## config.mk

```make
export PLATFORM = sky130hd
export DESIGN_NAME = gradient_ordered_dither_rgb565_top
export DESIGN_NICKNAME = d
export VERILOG_FILES = /design/src/rtl/gdith_pkg.sv /design/src/rtl/gdith_front.sv /design/src/rtl/gdith_div.sv /design/src/rtl/gdith_back.sv /design/src/rtl/gradient_ordered_dither_rgb565_top.sv
export SDC_FILE = /design/constraint.sdc
export NUM_CORES = 2
export LEC_CHECK = 0
export BUFFER_PORTS_ARGS = -buffer_cell sky130_fd_sc_hd__buf_2
export CAP_MARGIN = 25
export CELL_PAD_IN_SITES_DETAIL_PLACEMENT = 0
export CELL_PAD_IN_SITES_GLOBAL_PLACEMENT = 1
export CORE_ASPECT_RATIO = 0.5
export CORE_UTILIZATION = 50
export CTS_CLUSTER_SIZE = 12
export DETAILED_ROUTE_END_ITERATION = 10
export PLACE_DENSITY_LB_ADDON = 0.25
export RECOVER_POWER = 50
export SYNTH_ARGS = -nofsm -noshare
export SYNTH_HDL_FRONTEND = slang
export SYNTH_SLANG_ARGS = --single-unit
export TNS_END_PERCENT = 20
```

## constraint.sdc

```tcl
create_clock -name clk -period 31.9 [get_ports clk]
set_clock_uncertainty 0.05 [all_clocks]
set_input_delay 6.38 -clock clk [delete_from_list [all_inputs] [get_ports clk]]
set_output_delay 6.38 -clock clk [all_outputs]
set_load 0.005 [all_outputs]
```

## src/rtl/gdith_pkg.sv

```systemverilog
// Shared types, constants and dither helpers for the gradient pixel generator.
// No dependencies; imported by every module of the block.
package gdith_pkg;

  localparam int CH_BITS        = 8;
  localparam int NUM_CH         = 3;
  localparam int COLOR_BITS     = CH_BITS * NUM_CH;
  localparam int HEIGHT_BITS    = 11;
  localparam int CFG_IDX_BITS   = 2;
  localparam int PIXEL_BITS     = 16;
  localparam int COORD_BITS_DEF = 10;

  localparam logic [HEIGHT_BITS-1:0] HEIGHT_RESET = HEIGHT_BITS'(240);

  typedef enum logic [CFG_IDX_BITS-1:0] {
    REG_TOP    = 2'd0,
    REG_BOTTOM = 2'd1,
    REG_HEIGHT = 2'd2
  } cfg_reg_t;

  // Register view handed to the datapath.
  typedef struct packed {
    logic [COLOR_BITS-1:0]  top;
    logic [COLOR_BITS-1:0]  bottom;
    logic [HEIGHT_BITS-1:0] divisor;
  } gdith_cfg_t;

  // Per-item side data that rides along the divider.
  typedef struct packed {
    logic [COLOR_BITS-1:0] top;
    logic [NUM_CH-1:0]     neg;    // bottom < top for that channel
    logic signed [3:0]     d_rb;   // -4..3
    logic signed [2:0]     d_g;    // -2..1
  } gdith_ctx_t;

  // Bayer 8x8, indexed {row[2:0], col[2:0]}.
  localparam logic [5:0] BAYER [64] = '{
    6'd0,  6'd32, 6'd8,  6'd40, 6'd2,  6'd34, 6'd10, 6'd42,
    6'd48, 6'd16, 6'd56, 6'd24, 6'd50, 6'd18, 6'd58, 6'd26,
    6'd12, 6'd44, 6'd4,  6'd36, 6'd14, 6'd46, 6'd6,  6'd38,
    6'd60, 6'd28, 6'd52, 6'd20, 6'd62, 6'd30, 6'd54, 6'd22,
    6'd3,  6'd35, 6'd11, 6'd43, 6'd1,  6'd33, 6'd9,  6'd41,
    6'd51, 6'd19, 6'd59, 6'd27, 6'd49, 6'd17, 6'd57, 6'd25,
    6'd15, 6'd47, 6'd7,  6'd39, 6'd13, 6'd45, 6'd5,  6'd37,
    6'd63, 6'd31, 6'd55, 6'd23, 6'd61, 6'd29, 6'd53, 6'd21
  };

  // (d*8)/64 truncated toward zero, d = table - 32
  function automatic logic signed [3:0] dith_rb(input logic [2:0] r, input logic [2:0] c);
    logic signed [6:0] d;
    logic [6:0]        m;
    logic signed [3:0] res;
    d = $signed({1'b0, BAYER[{r, c}]}) - 7'sd32;
    m = 7'(-d);
    if (d < 0) begin
      res = -$signed({1'b0, m[5:3]});
    end else begin
      res = $signed({1'b0, d[5:3]});
    end
    return res;
  endfunction

  // (d*4)/64 truncated toward zero
  function automatic logic signed [2:0] dith_g(input logic [2:0] r, input logic [2:0] c);
    logic signed [6:0] d;
    logic [6:0]        m;
    logic signed [2:0] res;
    d = $signed({1'b0, BAYER[{r, c}]}) - 7'sd32;
    m = 7'(-d);
    if (d < 0) begin
      res = -$signed({1'b0, m[5:4]});
    end else begin
      res = $signed({1'b0, d[5:4]});
    end
    return res;
  endfunction

endpackage

```

## src/rtl/gdith_front.sv

```systemverilog
// Front end: channel differences, dither offsets, then |bottom-top| * row.
// Two elastic register stages. Depends on gdith_pkg.
module gdith_front
  import gdith_pkg::*;
#(
  parameter int COORD_BITS = COORD_BITS_DEF
) (
  input  logic                                      clk,
  input  logic                                      rst,
  input  gdith_cfg_t                                cfg,
  input  logic                                      in_valid,
  output logic                                      in_ready,
  input  logic [COORD_BITS-1:0]                     col,
  input  logic [COORD_BITS-1:0]                     row,
  output logic                                      out_valid,
  input  logic                                      out_ready,
  output logic [NUM_CH-1:0][CH_BITS+COORD_BITS-1:0] out_prod,
  output gdith_ctx_t                                out_ctx
);

  localparam int PW = CH_BITS + COORD_BITS;

  // stage A
  logic                            a_vld;
  gdith_ctx_t                      a_ctx;
  logic [NUM_CH-1:0][CH_BITS-1:0]  a_mag;
  logic [COORD_BITS-1:0]           a_row;
  // stage B
  logic                            b_vld;
  gdith_ctx_t                      b_ctx;
  logic [NUM_CH-1:0][PW-1:0]       b_prod;

  logic       rdy_a, rdy_b;
  gdith_ctx_t ctx_next;
  logic [NUM_CH-1:0][CH_BITS-1:0] mag_next;

  assign rdy_b    = !b_vld || out_ready;
  assign rdy_a    = !a_vld || rdy_b;
  assign in_ready = rdy_a;

  always_comb begin
    logic [CH_BITS-1:0] ta, tb;
    ctx_next.top  = cfg.top;
    ctx_next.d_rb = dith_rb(row[2:0], col[2:0]);
    ctx_next.d_g  = dith_g(row[2:0], col[2:0]);
    for (int i = 0; i < NUM_CH; i++) begin
      ta = cfg.top[i*CH_BITS +: CH_BITS];
      tb = cfg.bottom[i*CH_BITS +: CH_BITS];
      ctx_next.neg[i] = tb < ta;
      mag_next[i]     = (tb < ta) ? (ta - tb) : (tb - ta);
    end
  end

  always_ff @(posedge clk) begin
    if (rst) begin
      a_vld <= 1'b0;
      b_vld <= 1'b0;
    end else begin
      if (rdy_a) a_vld <= in_valid;
      if (rdy_b) b_vld <= a_vld;
    end
  end

  always_ff @(posedge clk) begin
    if (rdy_a) begin
      a_ctx <= ctx_next;
      a_mag <= mag_next;
      a_row <= row;
    end
    if (rdy_b) begin
      b_ctx <= a_ctx;
      for (int i = 0; i < NUM_CH; i++) begin
        b_prod[i] <= PW'(a_mag[i]) * PW'(a_row);
      end
    end
  end

  assign out_valid = b_vld;
  assign out_prod  = b_prod;
  assign out_ctx   = b_ctx;

endmodule

```

## src/rtl/gdith_div.sv

```systemverilog
// Pipelined restoring divider, one quotient bit per stage, three channel lanes.
// Divisor comes from the config registers; the user must keep it stable while
// items are in flight, the block does not enforce it. Depends on gdith_pkg.
module gdith_div
  import gdith_pkg::*;
#(
  parameter int COORD_BITS = COORD_BITS_DEF
) (
  input  logic                                      clk,
  input  logic                                      rst,
  input  logic [HEIGHT_BITS-1:0]                    divisor,
  input  logic                                      in_valid,
  output logic                                      in_ready,
  input  logic [NUM_CH-1:0][CH_BITS+COORD_BITS-1:0] in_prod,
  input  gdith_ctx_t                                in_ctx,
  output logic                                      out_valid,
  input  logic                                      out_ready,
  output logic [NUM_CH-1:0][CH_BITS+COORD_BITS-1:0] out_quot,
  output gdith_ctx_t                                out_ctx
);

  localparam int PW = CH_BITS + COORD_BITS;
  localparam int NS = PW;
  localparam int DW = HEIGHT_BITS;

  logic [NS-1:0]                 vld;
  logic [NS:0]                   rdy;
  gdith_ctx_t                    ctx [NS];
  // acc shifts numerator bits out the top and quotient bits in the bottom
  logic [NUM_CH-1:0][PW-1:0]     acc [NS];
  logic [NUM_CH-1:0][DW-1:0]     rem [NS];

  assign rdy[NS]  = out_ready;
  assign in_ready = rdy[0];

  for (genvar s = 0; s < NS; s++) begin : g_stage
    logic                      p_vld;
    gdith_ctx_t                p_ctx;
    logic [NUM_CH-1:0][PW-1:0] p_acc;
    logic [NUM_CH-1:0][DW-1:0] p_rem;
    logic [NUM_CH-1:0][PW-1:0] n_acc;
    logic [NUM_CH-1:0][DW-1:0] n_rem;

    if (s == 0) begin : g_first
      assign p_vld = in_valid;
      assign p_ctx = in_ctx;
      assign p_acc = in_prod;
      assign p_rem = '0;
    end else begin : g_rest
      assign p_vld = vld[s-1];
      assign p_ctx = ctx[s-1];
      assign p_acc = acc[s-1];
      assign p_rem = rem[s-1];
    end

    assign rdy[s] = !vld[s] || rdy[s+1];

    always_comb begin
      logic [DW:0] t;
      logic        ge;
      for (int l = 0; l < NUM_CH; l++) begin
        t        = {p_rem[l], p_acc[l][PW-1]};
        ge       = t >= {1'b0, divisor};
        n_rem[l] = ge ? DW'(t - {1'b0, divisor}) : t[DW-1:0];
        n_acc[l] = {p_acc[l][PW-2:0], ge};
      end
    end

    always_ff @(posedge clk) begin
      if (rst) begin
        vld[s] <= 1'b0;
      end else if (rdy[s]) begin
        vld[s] <= p_vld;
      end
    end

    always_ff @(posedge clk) begin
      if (rdy[s]) begin
        ctx[s] <= p_ctx;
        acc[s] <= n_acc;
        rem[s] <= n_rem;
      end
    end
  end

  assign out_valid = vld[NS-1];
  assign out_quot  = acc[NS-1];
  assign out_ctx   = ctx[NS-1];

endmodule

```

## src/rtl/gdith_back.sv

```systemverilog
// Back end: apply sign, add top color and dither, clamp, pack RGB565.
// One output register stage. Depends on gdith_pkg.
module gdith_back
  import gdith_pkg::*;
#(
  parameter int COORD_BITS = COORD_BITS_DEF
) (
  input  logic                                      clk,
  input  logic                                      rst,
  input  logic                                      in_valid,
  output logic                                      in_ready,
  input  logic [NUM_CH-1:0][CH_BITS+COORD_BITS-1:0] in_quot,
  input  gdith_ctx_t                                in_ctx,
  output logic                                      out_valid,
  input  logic                                      out_ready,
  output logic [PIXEL_BITS-1:0]                     out_pixel
);

  localparam int PW = CH_BITS + COORD_BITS;
  localparam int TW = PW + 2;

  logic                           vld;
  logic [PIXEL_BITS-1:0]          pixel;
  logic [NUM_CH-1:0][CH_BITS-1:0] chan;
  logic [PIXEL_BITS-1:0]          pixel_next;

  assign in_ready = !vld || out_ready;

  always_comb begin
    logic signed [TW-1:0] qs;
    logic signed [TW-1:0] t;
    logic signed [TW-1:0] dz;
    for (int i = 0; i < NUM_CH; i++) begin
      qs = $signed({2'b00, in_quot[i]});
      if (in_ctx.neg[i]) qs = -qs;
      // lane 1 is green
      dz = (i == 1) ? TW'(in_ctx.d_g) : TW'(in_ctx.d_rb);
      t  = qs + $signed(TW'(in_ctx.top[i*CH_BITS +: CH_BITS])) + dz;
      if (t < 0) begin
        chan[i] = '0;
      end else if (t > $signed(TW'(255))) begin
        chan[i] = '1;
      end else begin
        chan[i] = t[CH_BITS-1:0];
      end
    end
    pixel_next = {chan[2][7:3], chan[1][7:2], chan[0][7:3]};
  end

  always_ff @(posedge clk) begin
    if (rst) begin
      vld <= 1'b0;
    end else if (in_ready) begin
      vld <= in_valid;
    end
  end

  always_ff @(posedge clk) begin
    if (in_ready) pixel <= pixel_next;
  end

  assign out_valid = vld;
  assign out_pixel = pixel;

endmodule

```

## src/rtl/gradient_ordered_dither_rgb565_top.sv

```systemverilog
// Vertical gradient pixel generator with 8x8 ordered dither, RGB565 output.
// Takes one item (column, row) per clock when nothing stalls and returns one
// pixel per item. The pipeline is two front stages, one divider stage per
// product bit (8 + COORD_BITS) and one output register; the bit-serial
// divider makes up most of that depth. Throughput stays one item per cycle
// while nothing stalls; every stage holds its item under back-pressure. Config
// writes are taken every cycle and should land while no item is in flight.
// Depends on gdith_pkg, gdith_front, gdith_div, gdith_back.
module gradient_ordered_dither_rgb565_top
  import gdith_pkg::*;
#(
  parameter int COORD_BITS = COORD_BITS_DEF
) (
  input  logic                                  clk,
  input  logic                                  rst,
  // config write channel
  input  logic                                  cfg_valid,
  output logic                                  cfg_ready,
  input  logic [CFG_IDX_BITS-1:0]               cfg_index,
  input  logic [COLOR_BITS-1:0]                 cfg_data,
  // pixel coordinates in
  input  logic                                  s_tvalid,
  output logic                                  s_tready,
  input  logic [((2*COORD_BITS+7)/8)*8-1:0]     s_tdata,   // column, row
  // pixels out
  output logic                                  m_tvalid,
  input  logic                                  m_tready,
  output logic [PIXEL_BITS-1:0]                 m_tdata    // pixel
);

  localparam int PW = CH_BITS + COORD_BITS;

  logic [COLOR_BITS-1:0]  top_color;
  logic [COLOR_BITS-1:0]  bottom_color;
  logic [HEIGHT_BITS-1:0] panel_height;
  gdith_cfg_t             cfg;

  logic                      f_valid, f_ready;
  logic [NUM_CH-1:0][PW-1:0] f_prod;
  gdith_ctx_t                f_ctx;
  logic                      d_valid, d_ready;
  logic [NUM_CH-1:0][PW-1:0] d_quot;
  gdith_ctx_t                d_ctx;

  assign cfg_ready = 1'b1;

  always_ff @(posedge clk) begin
    if (rst) begin
      top_color    <= '0;
      bottom_color <= '0;
      panel_height <= HEIGHT_RESET;
    end else if (cfg_valid) begin
      unique case (cfg_index)
        REG_TOP:    top_color    <= cfg_data;
        REG_BOTTOM: bottom_color <= cfg_data;
        REG_HEIGHT: panel_height <= cfg_data[HEIGHT_BITS-1:0];
        default: ;
      endcase
    end
  end

  assign cfg.top     = top_color;
  assign cfg.bottom  = bottom_color;
  assign cfg.divisor = (panel_height > HEIGHT_BITS'(1)) ?
                       (panel_height - HEIGHT_BITS'(1)) : HEIGHT_BITS'(1);

  gdith_front #(.COORD_BITS(COORD_BITS)) u_front (
    .clk       (clk),
    .rst       (rst),
    .cfg       (cfg),
    .in_valid  (s_tvalid),
    .in_ready  (s_tready),
    .col       (s_tdata[COORD_BITS-1:0]),
    .row       (s_tdata[2*COORD_BITS-1:COORD_BITS]),
    .out_valid (f_valid),
    .out_ready (f_ready),
    .out_prod  (f_prod),
    .out_ctx   (f_ctx)
  );

  gdith_div #(.COORD_BITS(COORD_BITS)) u_div (
    .clk       (clk),
    .rst       (rst),
    .divisor   (cfg.divisor),
    .in_valid  (f_valid),
    .in_ready  (f_ready),
    .in_prod   (f_prod),
    .in_ctx    (f_ctx),
    .out_valid (d_valid),
    .out_ready (d_ready),
    .out_quot  (d_quot),
    .out_ctx   (d_ctx)
  );

  gdith_back #(.COORD_BITS(COORD_BITS)) u_back (
    .clk       (clk),
    .rst       (rst),
    .in_valid  (d_valid),
    .in_ready  (d_ready),
    .in_quot   (d_quot),
    .in_ctx    (d_ctx),
    .out_valid (m_tvalid),
    .out_ready (m_tready),
    .out_pixel (m_tdata)
  );

endmodule

```

==> impl_table.tex <==
\begin{tabular}{lr}
\hline
Metric & Value \\
\hline
\multicolumn{2}{l}{\textbf{Critical path}} \\
Worst reg2reg startpoint & panel\_height[5] \\
Data arrival time at the worst-slack endpoint & 10.82 ns \\
Crit-path max FO & 70 \\
Worst flop-to-flop path endpoint & u\_div.rem[3][6] \\
Endpoint kind of the worst setup timing path & output port \\
Start point of the critical path & m\_tready \\
Crit Path Class & input port to output port \\
FF-to-FF path depth & 16 \\
R2r setup slk & 20.90 ns \\
Required time at the endpoint of the critical path & 25.47 ns \\
Startpoint Class & input port \\
\multicolumn{2}{l}{\textbf{Yosys}} \\
Distinct cell type count of the synthesized netlist & 79 \\
Synthesized netlist cell count & 8734 \\
Count of flip-flops with a built-in enable after synthesis & 2317 \\
Most area-hungry cell type in the Yosys netlist & sky130\_fd\_sc\_hd\_\_edfxtp\_1 \\
Proportion of synthesized chip area in sequential cells & 0.6058 \\
Post-synthesis instance area & 117500 um\^{}2 \\
Mapped Nets & 9836 \\
Yosys top cell area share & 0.5922 \\
Commonest register cell after synthesis & sky130\_fd\_sc\_hd\_\_edfxtp\_1 \\
Average instance area after synthesis & 13.45 um\^{}2 \\
Top post-synthesis cells by area & sky130\_fd\_sc\_hd\_\_edfxtp\_1 59\%, sky130\_fd\_sc\_hd\_\_ha\_1 8.8\%, sky130\_fd\_sc\_hd\_\_fa\_1 3.8\% \\
Async SR Flop Fraction & 0 \\
\#FFs+latches synth & 2397 \\
Yosys warnings & 0 \\
\multicolumn{2}{l}{\textbf{Route}} \\
Remaining design rule violation count & 0 \\
Sum of routed wire segments on met1 & 119.0 mm \\
Highest signal layer in the routed design & met4 \\
Average wire length per cell after detail routing & 18.30 um \\
Detailed route wirelength on metal3 & 8.549 mm \\
Vias & 65210 \\
Final antenna-violating net count & 0 \\
Total met2 wirelength after detailed routing & 89.50 mm \\
Drt initial violations & 3992 \\
Via density per instance & 5.365 \\
Routed WL & 222.4 mm \\
DRT Pass-1 Iters & 5 \\
\multicolumn{2}{l}{\textbf{Place}} \\
Dpl cell area & 121700 um\^{}2 \\
HPWL Detailed & 156.9 mm \\
Input/output buffers & 61 \\
RePlAce Congestion & 0.8187 \\
Post-Place Worst Slack & 15.05 ns \\
\multicolumn{2}{l}{\textbf{STA}} \\
Number of hold-slack violations in the final timing report & 0 \\
Headroom to the max-slew limit & -1.609 \\
Summed negative setup slack over all endpoints & 0 ns \\
Shortest clock period the worst path allows after layout & 17.25 ns \\
Final worst-path setup slack & 14.65 ns \\
RSZ-0062 raised after global routing & false \\
Actual transition at the worst max-transition pin & 3.914 ns \\
Highest clock rate & 0.05797 GHz \\
Final cycle utilization of the critical path & 0.5407 \\
Final setup violation count & 0 \\
Final slew viol count & 190 \\
\multicolumn{2}{l}{\textbf{GRT}} \\
Aggregate global-route resource usage & 0.1860 \\
Grt ovf & 0 \\
Largest net degree at the start of global routing & 85 \\
Wire length of the first global-routing pass & 348.5 mm \\
Number of antenna violations at the first check in global routing & 7 \\
Vias in the first global route & 62430 \\
\multicolumn{2}{l}{\textbf{Pwr}} \\
Leakage dissipation & 53.69 nW \\
Gate power share & 0.330 \\
Sequential Power Share & 0.445 \\
Net switching power figure & 3.399 mW \\
Worst IR Drop VDD & 0.05736 mV \\
Net switching fraction of the power & 0.3122 \\
PD cells & 84.89 nW/um\^{}2 \\
Part of the total power dissipated in the clock network & 0.224 \\
Total internal power & 7.489 mW \\
\multicolumn{2}{l}{\textbf{Finish}} \\
Total of fill cells in the finished design & 18780 \\
Fraction of layout instances using a drive strength above 1 & 0.08119 \\
Layout Cell Area excl Fill & 128300 um\^{}2 \\
Area Growth Syn to Fin & 9.163\% \\
Nets & 10050 \\
\multicolumn{2}{l}{\textbf{Worst hold path}} \\
Worst hold path endpoint & u\_div.ctx[5][1] \\
Startpoint of the worst hold path & u\_div.ctx[4][1] \\
Number of stages on the worst hold path & 0 \\
Path class of the lowest-slack min-delay path & flip-flop to flip-flop \\
\multicolumn{2}{l}{\textbf{Clocking}} \\
Number of buffers created by CTS & 234 \\
Count of hold-fix buffers inserted at cts & 0 \\
Skew-Pair Late Insertion Delay & 0.86 ns \\
Post-CTS setup buffer count & 0 \\
Maximum count of clock buffers along a single path & 4 \\
Clock tree from TritonCTS & done \\
CTS-repair resized insts & 0 \\
Number of sinks driven by the clock tree & 2397 \\
Clock-pin slew on the worst setup and hold paths & 0.06 ns \\
H-tree Lvls & 4 \\
Clk Tree Root Cell & sky130\_fd\_sc\_hd\_\_clkbuf\_16 \\
\multicolumn{2}{l}{\textbf{Floorplanning}} \\
Die width & 687.6 um \\
Initial cell density of the core & 0.5045 \\
Floorplan row count & 125 \\
Floorplan die area & 237100 um\^{}2 \\
Chip height & 344.8 um \\
Core area & 232900 um\^{}2 \\
Top-Level Pins & 74 \\
\multicolumn{2}{l}{\textbf{Outcome}} \\
Failing checks & capacitance limit, slew limit \\
Run status & finished with violations \\
\multicolumn{2}{l}{\textbf{Flow run}} \\
Number of max-cap violations & 5 \\
\hline
\end{tabular}
[final cells by class]
cell class	instances	area [um^2]	area share
Sequential cell	2397	71180	0.5549
Timing Repair Buffer	117	757.0	0.005902
Antenna cell	4	10.01	0.00007804
Clock buffer	302	6279	0.04895
Clock inverter	30	219.0	0.001707
Inverter	675	2556	0.01993
Tap cell	3111	3892	0.03035
Multi-Input combinational cell	5519	43370	0.3381
[stage by stage]
stage | std cells | util | power, mW | hold slack [ns]
after CTS | 12150 | 0.5507 | 10.98 | 0.2872
after floorplan | 8734 | - | 7.592 | 0.3503
final | 12160 | 0.5508 | 10.89 | 0.2986
after global routing | 12150 | 0.5507 | 11.64 | 0.2924
after global placement | 11810 | 0.5227 | 8.453 | 0.3509
after detailed placement | 11820 | 0.5228 | 8.499 | 0.3545
[logic make-up after synthesis]
group | synth area share
DFF | 0.6058
and+or+nand+nor | 0.09477
AOI/OAI and AO/OA | 0.07637
adders and majority gates | 0.1259
buffers and inverters | 0.02642
muxes | 0.04332
xor gates and xnor gates | 0.02742
other | 0.00003192
[sequential cells by signal, summed over array words and instances, names as in the netlist, 10 cells and up]
signal and cells:
bottom_color 24, panel_height 11, top_color 24, u_back.out_pixel 16, u_div.acc 972, u_div.ctx 612, u_div.g_stage.p_vld 17, u_div.rem 561
u_front.a_ctx 34, u_front.a_mag 24, u_front.a_row 10, u_front.out_ctx 34, u_front.out_prod 54
[metal layers]
layer | global-route usage | up-vias
li1 | - | 32730
met1 | 0.2980 | 31130
met2 | 0.2645 | 1042
met3 | 0.02692 | 317
met4 | 0.04670 | 0
met5 | 0 | -
[Yosys cell counts, types with 6 or more instances]
master,number
sky130_fd_sc_hd__a21oi_1,346
sky130_fd_sc_hd__nand2_1,673
sky130_fd_sc_hd__buf_2,23
sky130_fd_sc_hd__ha_1,822
sky130_fd_sc_hd__a311oi_1,7
sky130_fd_sc_hd__o2111a_1,14
sky130_fd_sc_hd__and2_1,164
sky130_fd_sc_hd__and3_1,95
sky130_fd_sc_hd__nor4_1,48
sky130_fd_sc_hd__fa_1,225
sky130_fd_sc_hd__nor3b_1,29
sky130_fd_sc_hd__mux2_2,332
sky130_fd_sc_hd__a21boi_0,127
sky130_fd_sc_hd__a2111oi_0,27
sky130_fd_sc_hd__nor2_1,341
sky130_fd_sc_hd__a21o_1,153
sky130_fd_sc_hd__nor2b_1,182
sky130_fd_sc_hd__o31ai_1,51
sky130_fd_sc_hd__a311o_1,21
sky130_fd_sc_hd__o2111ai_1,23
sky130_fd_sc_hd__edfxtp_1,2317
sky130_fd_sc_hd__a31oi_1,27
sky130_fd_sc_hd__dfxtp_1,80
sky130_fd_sc_hd__o21a_1,64
sky130_fd_sc_hd__xor2_1,161
sky130_fd_sc_hd__or3_1,22
sky130_fd_sc_hd__o211ai_1,36
sky130_fd_sc_hd__clkbuf_1,118
sky130_fd_sc_hd__nand2b_1,108
sky130_fd_sc_hd__nor3_1,206
sky130_fd_sc_hd__a211oi_1,30
sky130_fd_sc_hd__nand3b_1,9
sky130_fd_sc_hd__o41ai_1,11
sky130_fd_sc_hd__nand3_1,186
sky130_fd_sc_hd__o21bai_1,8
sky130_fd_sc_hd__o311ai_0,26
sky130_fd_sc_hd__mux2i_1,135
sky130_fd_sc_hd__nand4_1,126
sky130_fd_sc_hd__or4_1,34
sky130_fd_sc_hd__xnor2_1,205
sky130_fd_sc_hd__inv_1,675
sky130_fd_sc_hd__o21ai_0,368
sky130_fd_sc_hd__a31o_2,6
[cell usage in the layout, fill, tap and decap left out, types with 26 or more instances in the layout]
| cell type | count |
|---|---|
| sky130_fd_sc_hd__a211oi_1 | 30 |
| sky130_fd_sc_hd__mux2_2 | 315 |
| sky130_fd_sc_hd__xor2_1 | 161 |
| sky130_fd_sc_hd__a21boi_0 | 127 |
| sky130_fd_sc_hd__buf_2 | 59 |
| sky130_fd_sc_hd__buf_4 | 43 |
| sky130_fd_sc_hd__a21o_1 | 153 |
| sky130_fd_sc_hd__and3_1 | 95 |
| sky130_fd_sc_hd__o31ai_1 | 51 |
| sky130_fd_sc_hd__mux2i_1 | 135 |
| sky130_fd_sc_hd__a2111oi_0 | 27 |
| sky130_fd_sc_hd__clkbuf_16 | 240 |
| sky130_fd_sc_hd__xnor2_1 | 206 |
| sky130_fd_sc_hd__nand4_1 | 126 |
| sky130_fd_sc_hd__ha_1 | 822 |
| sky130_fd_sc_hd__inv_1 | 665 |
| sky130_fd_sc_hd__edfxtp_1 | 2317 |
| sky130_fd_sc_hd__o21a_1 | 64 |
| sky130_fd_sc_hd__fa_1 | 225 |
| sky130_fd_sc_hd__clkbuf_1 | 69 |
| sky130_fd_sc_hd__dfxtp_1 | 80 |
| sky130_fd_sc_hd__nor3b_1 | 28 |
| sky130_fd_sc_hd__nor2_1 | 341 |
| sky130_fd_sc_hd__o211ai_1 | 36 |
| sky130_fd_sc_hd__o21ai_0 | 369 |
| sky130_fd_sc_hd__or4_1 | 36 |
| sky130_fd_sc_hd__o311ai_0 | 26 |
| sky130_fd_sc_hd__nand2_1 | 658 |
| sky130_fd_sc_hd__nand3_1 | 183 |
| sky130_fd_sc_hd__nor3_1 | 206 |
| sky130_fd_sc_hd__a31oi_1 | 27 |
| sky130_fd_sc_hd__nand2b_1 | 108 |
| sky130_fd_sc_hd__nor4_1 | 48 |
| sky130_fd_sc_hd__nor2b_1 | 182 |
| sky130_fd_sc_hd__and2_1 | 147 |
| sky130_fd_sc_hd__a21oi_1 | 346 |
[critical path, stage by stage]
cell and delay [ns]:
sky130_fd_sc_hd__buf_2 0.09, sky130_fd_sc_hd__nor2b_1 0.23, sky130_fd_sc_hd__and2_0 0.22, sky130_fd_sc_hd__clkinvlp_2 0.60, sky130_fd_sc_hd__nor3_2 0.37, sky130_fd_sc_hd__buf_4 0.23, sky130_fd_sc_hd__and3_1 0.45, sky130_fd_sc_hd__nand4_1 0.16
sky130_fd_sc_hd__buf_4 0.37, sky130_fd_sc_hd__nor2_1 0.49, sky130_fd_sc_hd__and3_1 0.46, sky130_fd_sc_hd__nand3_4 0.09, sky130_fd_sc_hd__buf_4 0.38, sky130_fd_sc_hd__buf_2 0.27
[how the worst max path moves through the flow]
stage	to	slack, ns	depth (start not counted)
5_1_grt	s_tready	14.21	14
3_5_place_dp	s_tready	15.05	14
4_1_cts	s_tready	15.03	14
2_1_floorplan	s_tready	10.14	10
3_3_place_gp	s_tready	15.13	14
6_report	s_tready	14.65	14
[power by group through the flow]
stage          registers (mW)  logic, mW  clock network (mW)
5_1_grt                  4.92       4.09                2.63
6_report                 4.85       3.60                2.44
3_3_place_gp             4.90       3.55                   0
4_1_cts                  4.85       3.62                2.51
2_1_floorplan            4.69       2.91                   0
3_5_place_dp             4.91       3.59                   0
Power figures use the tool's default switching activity.
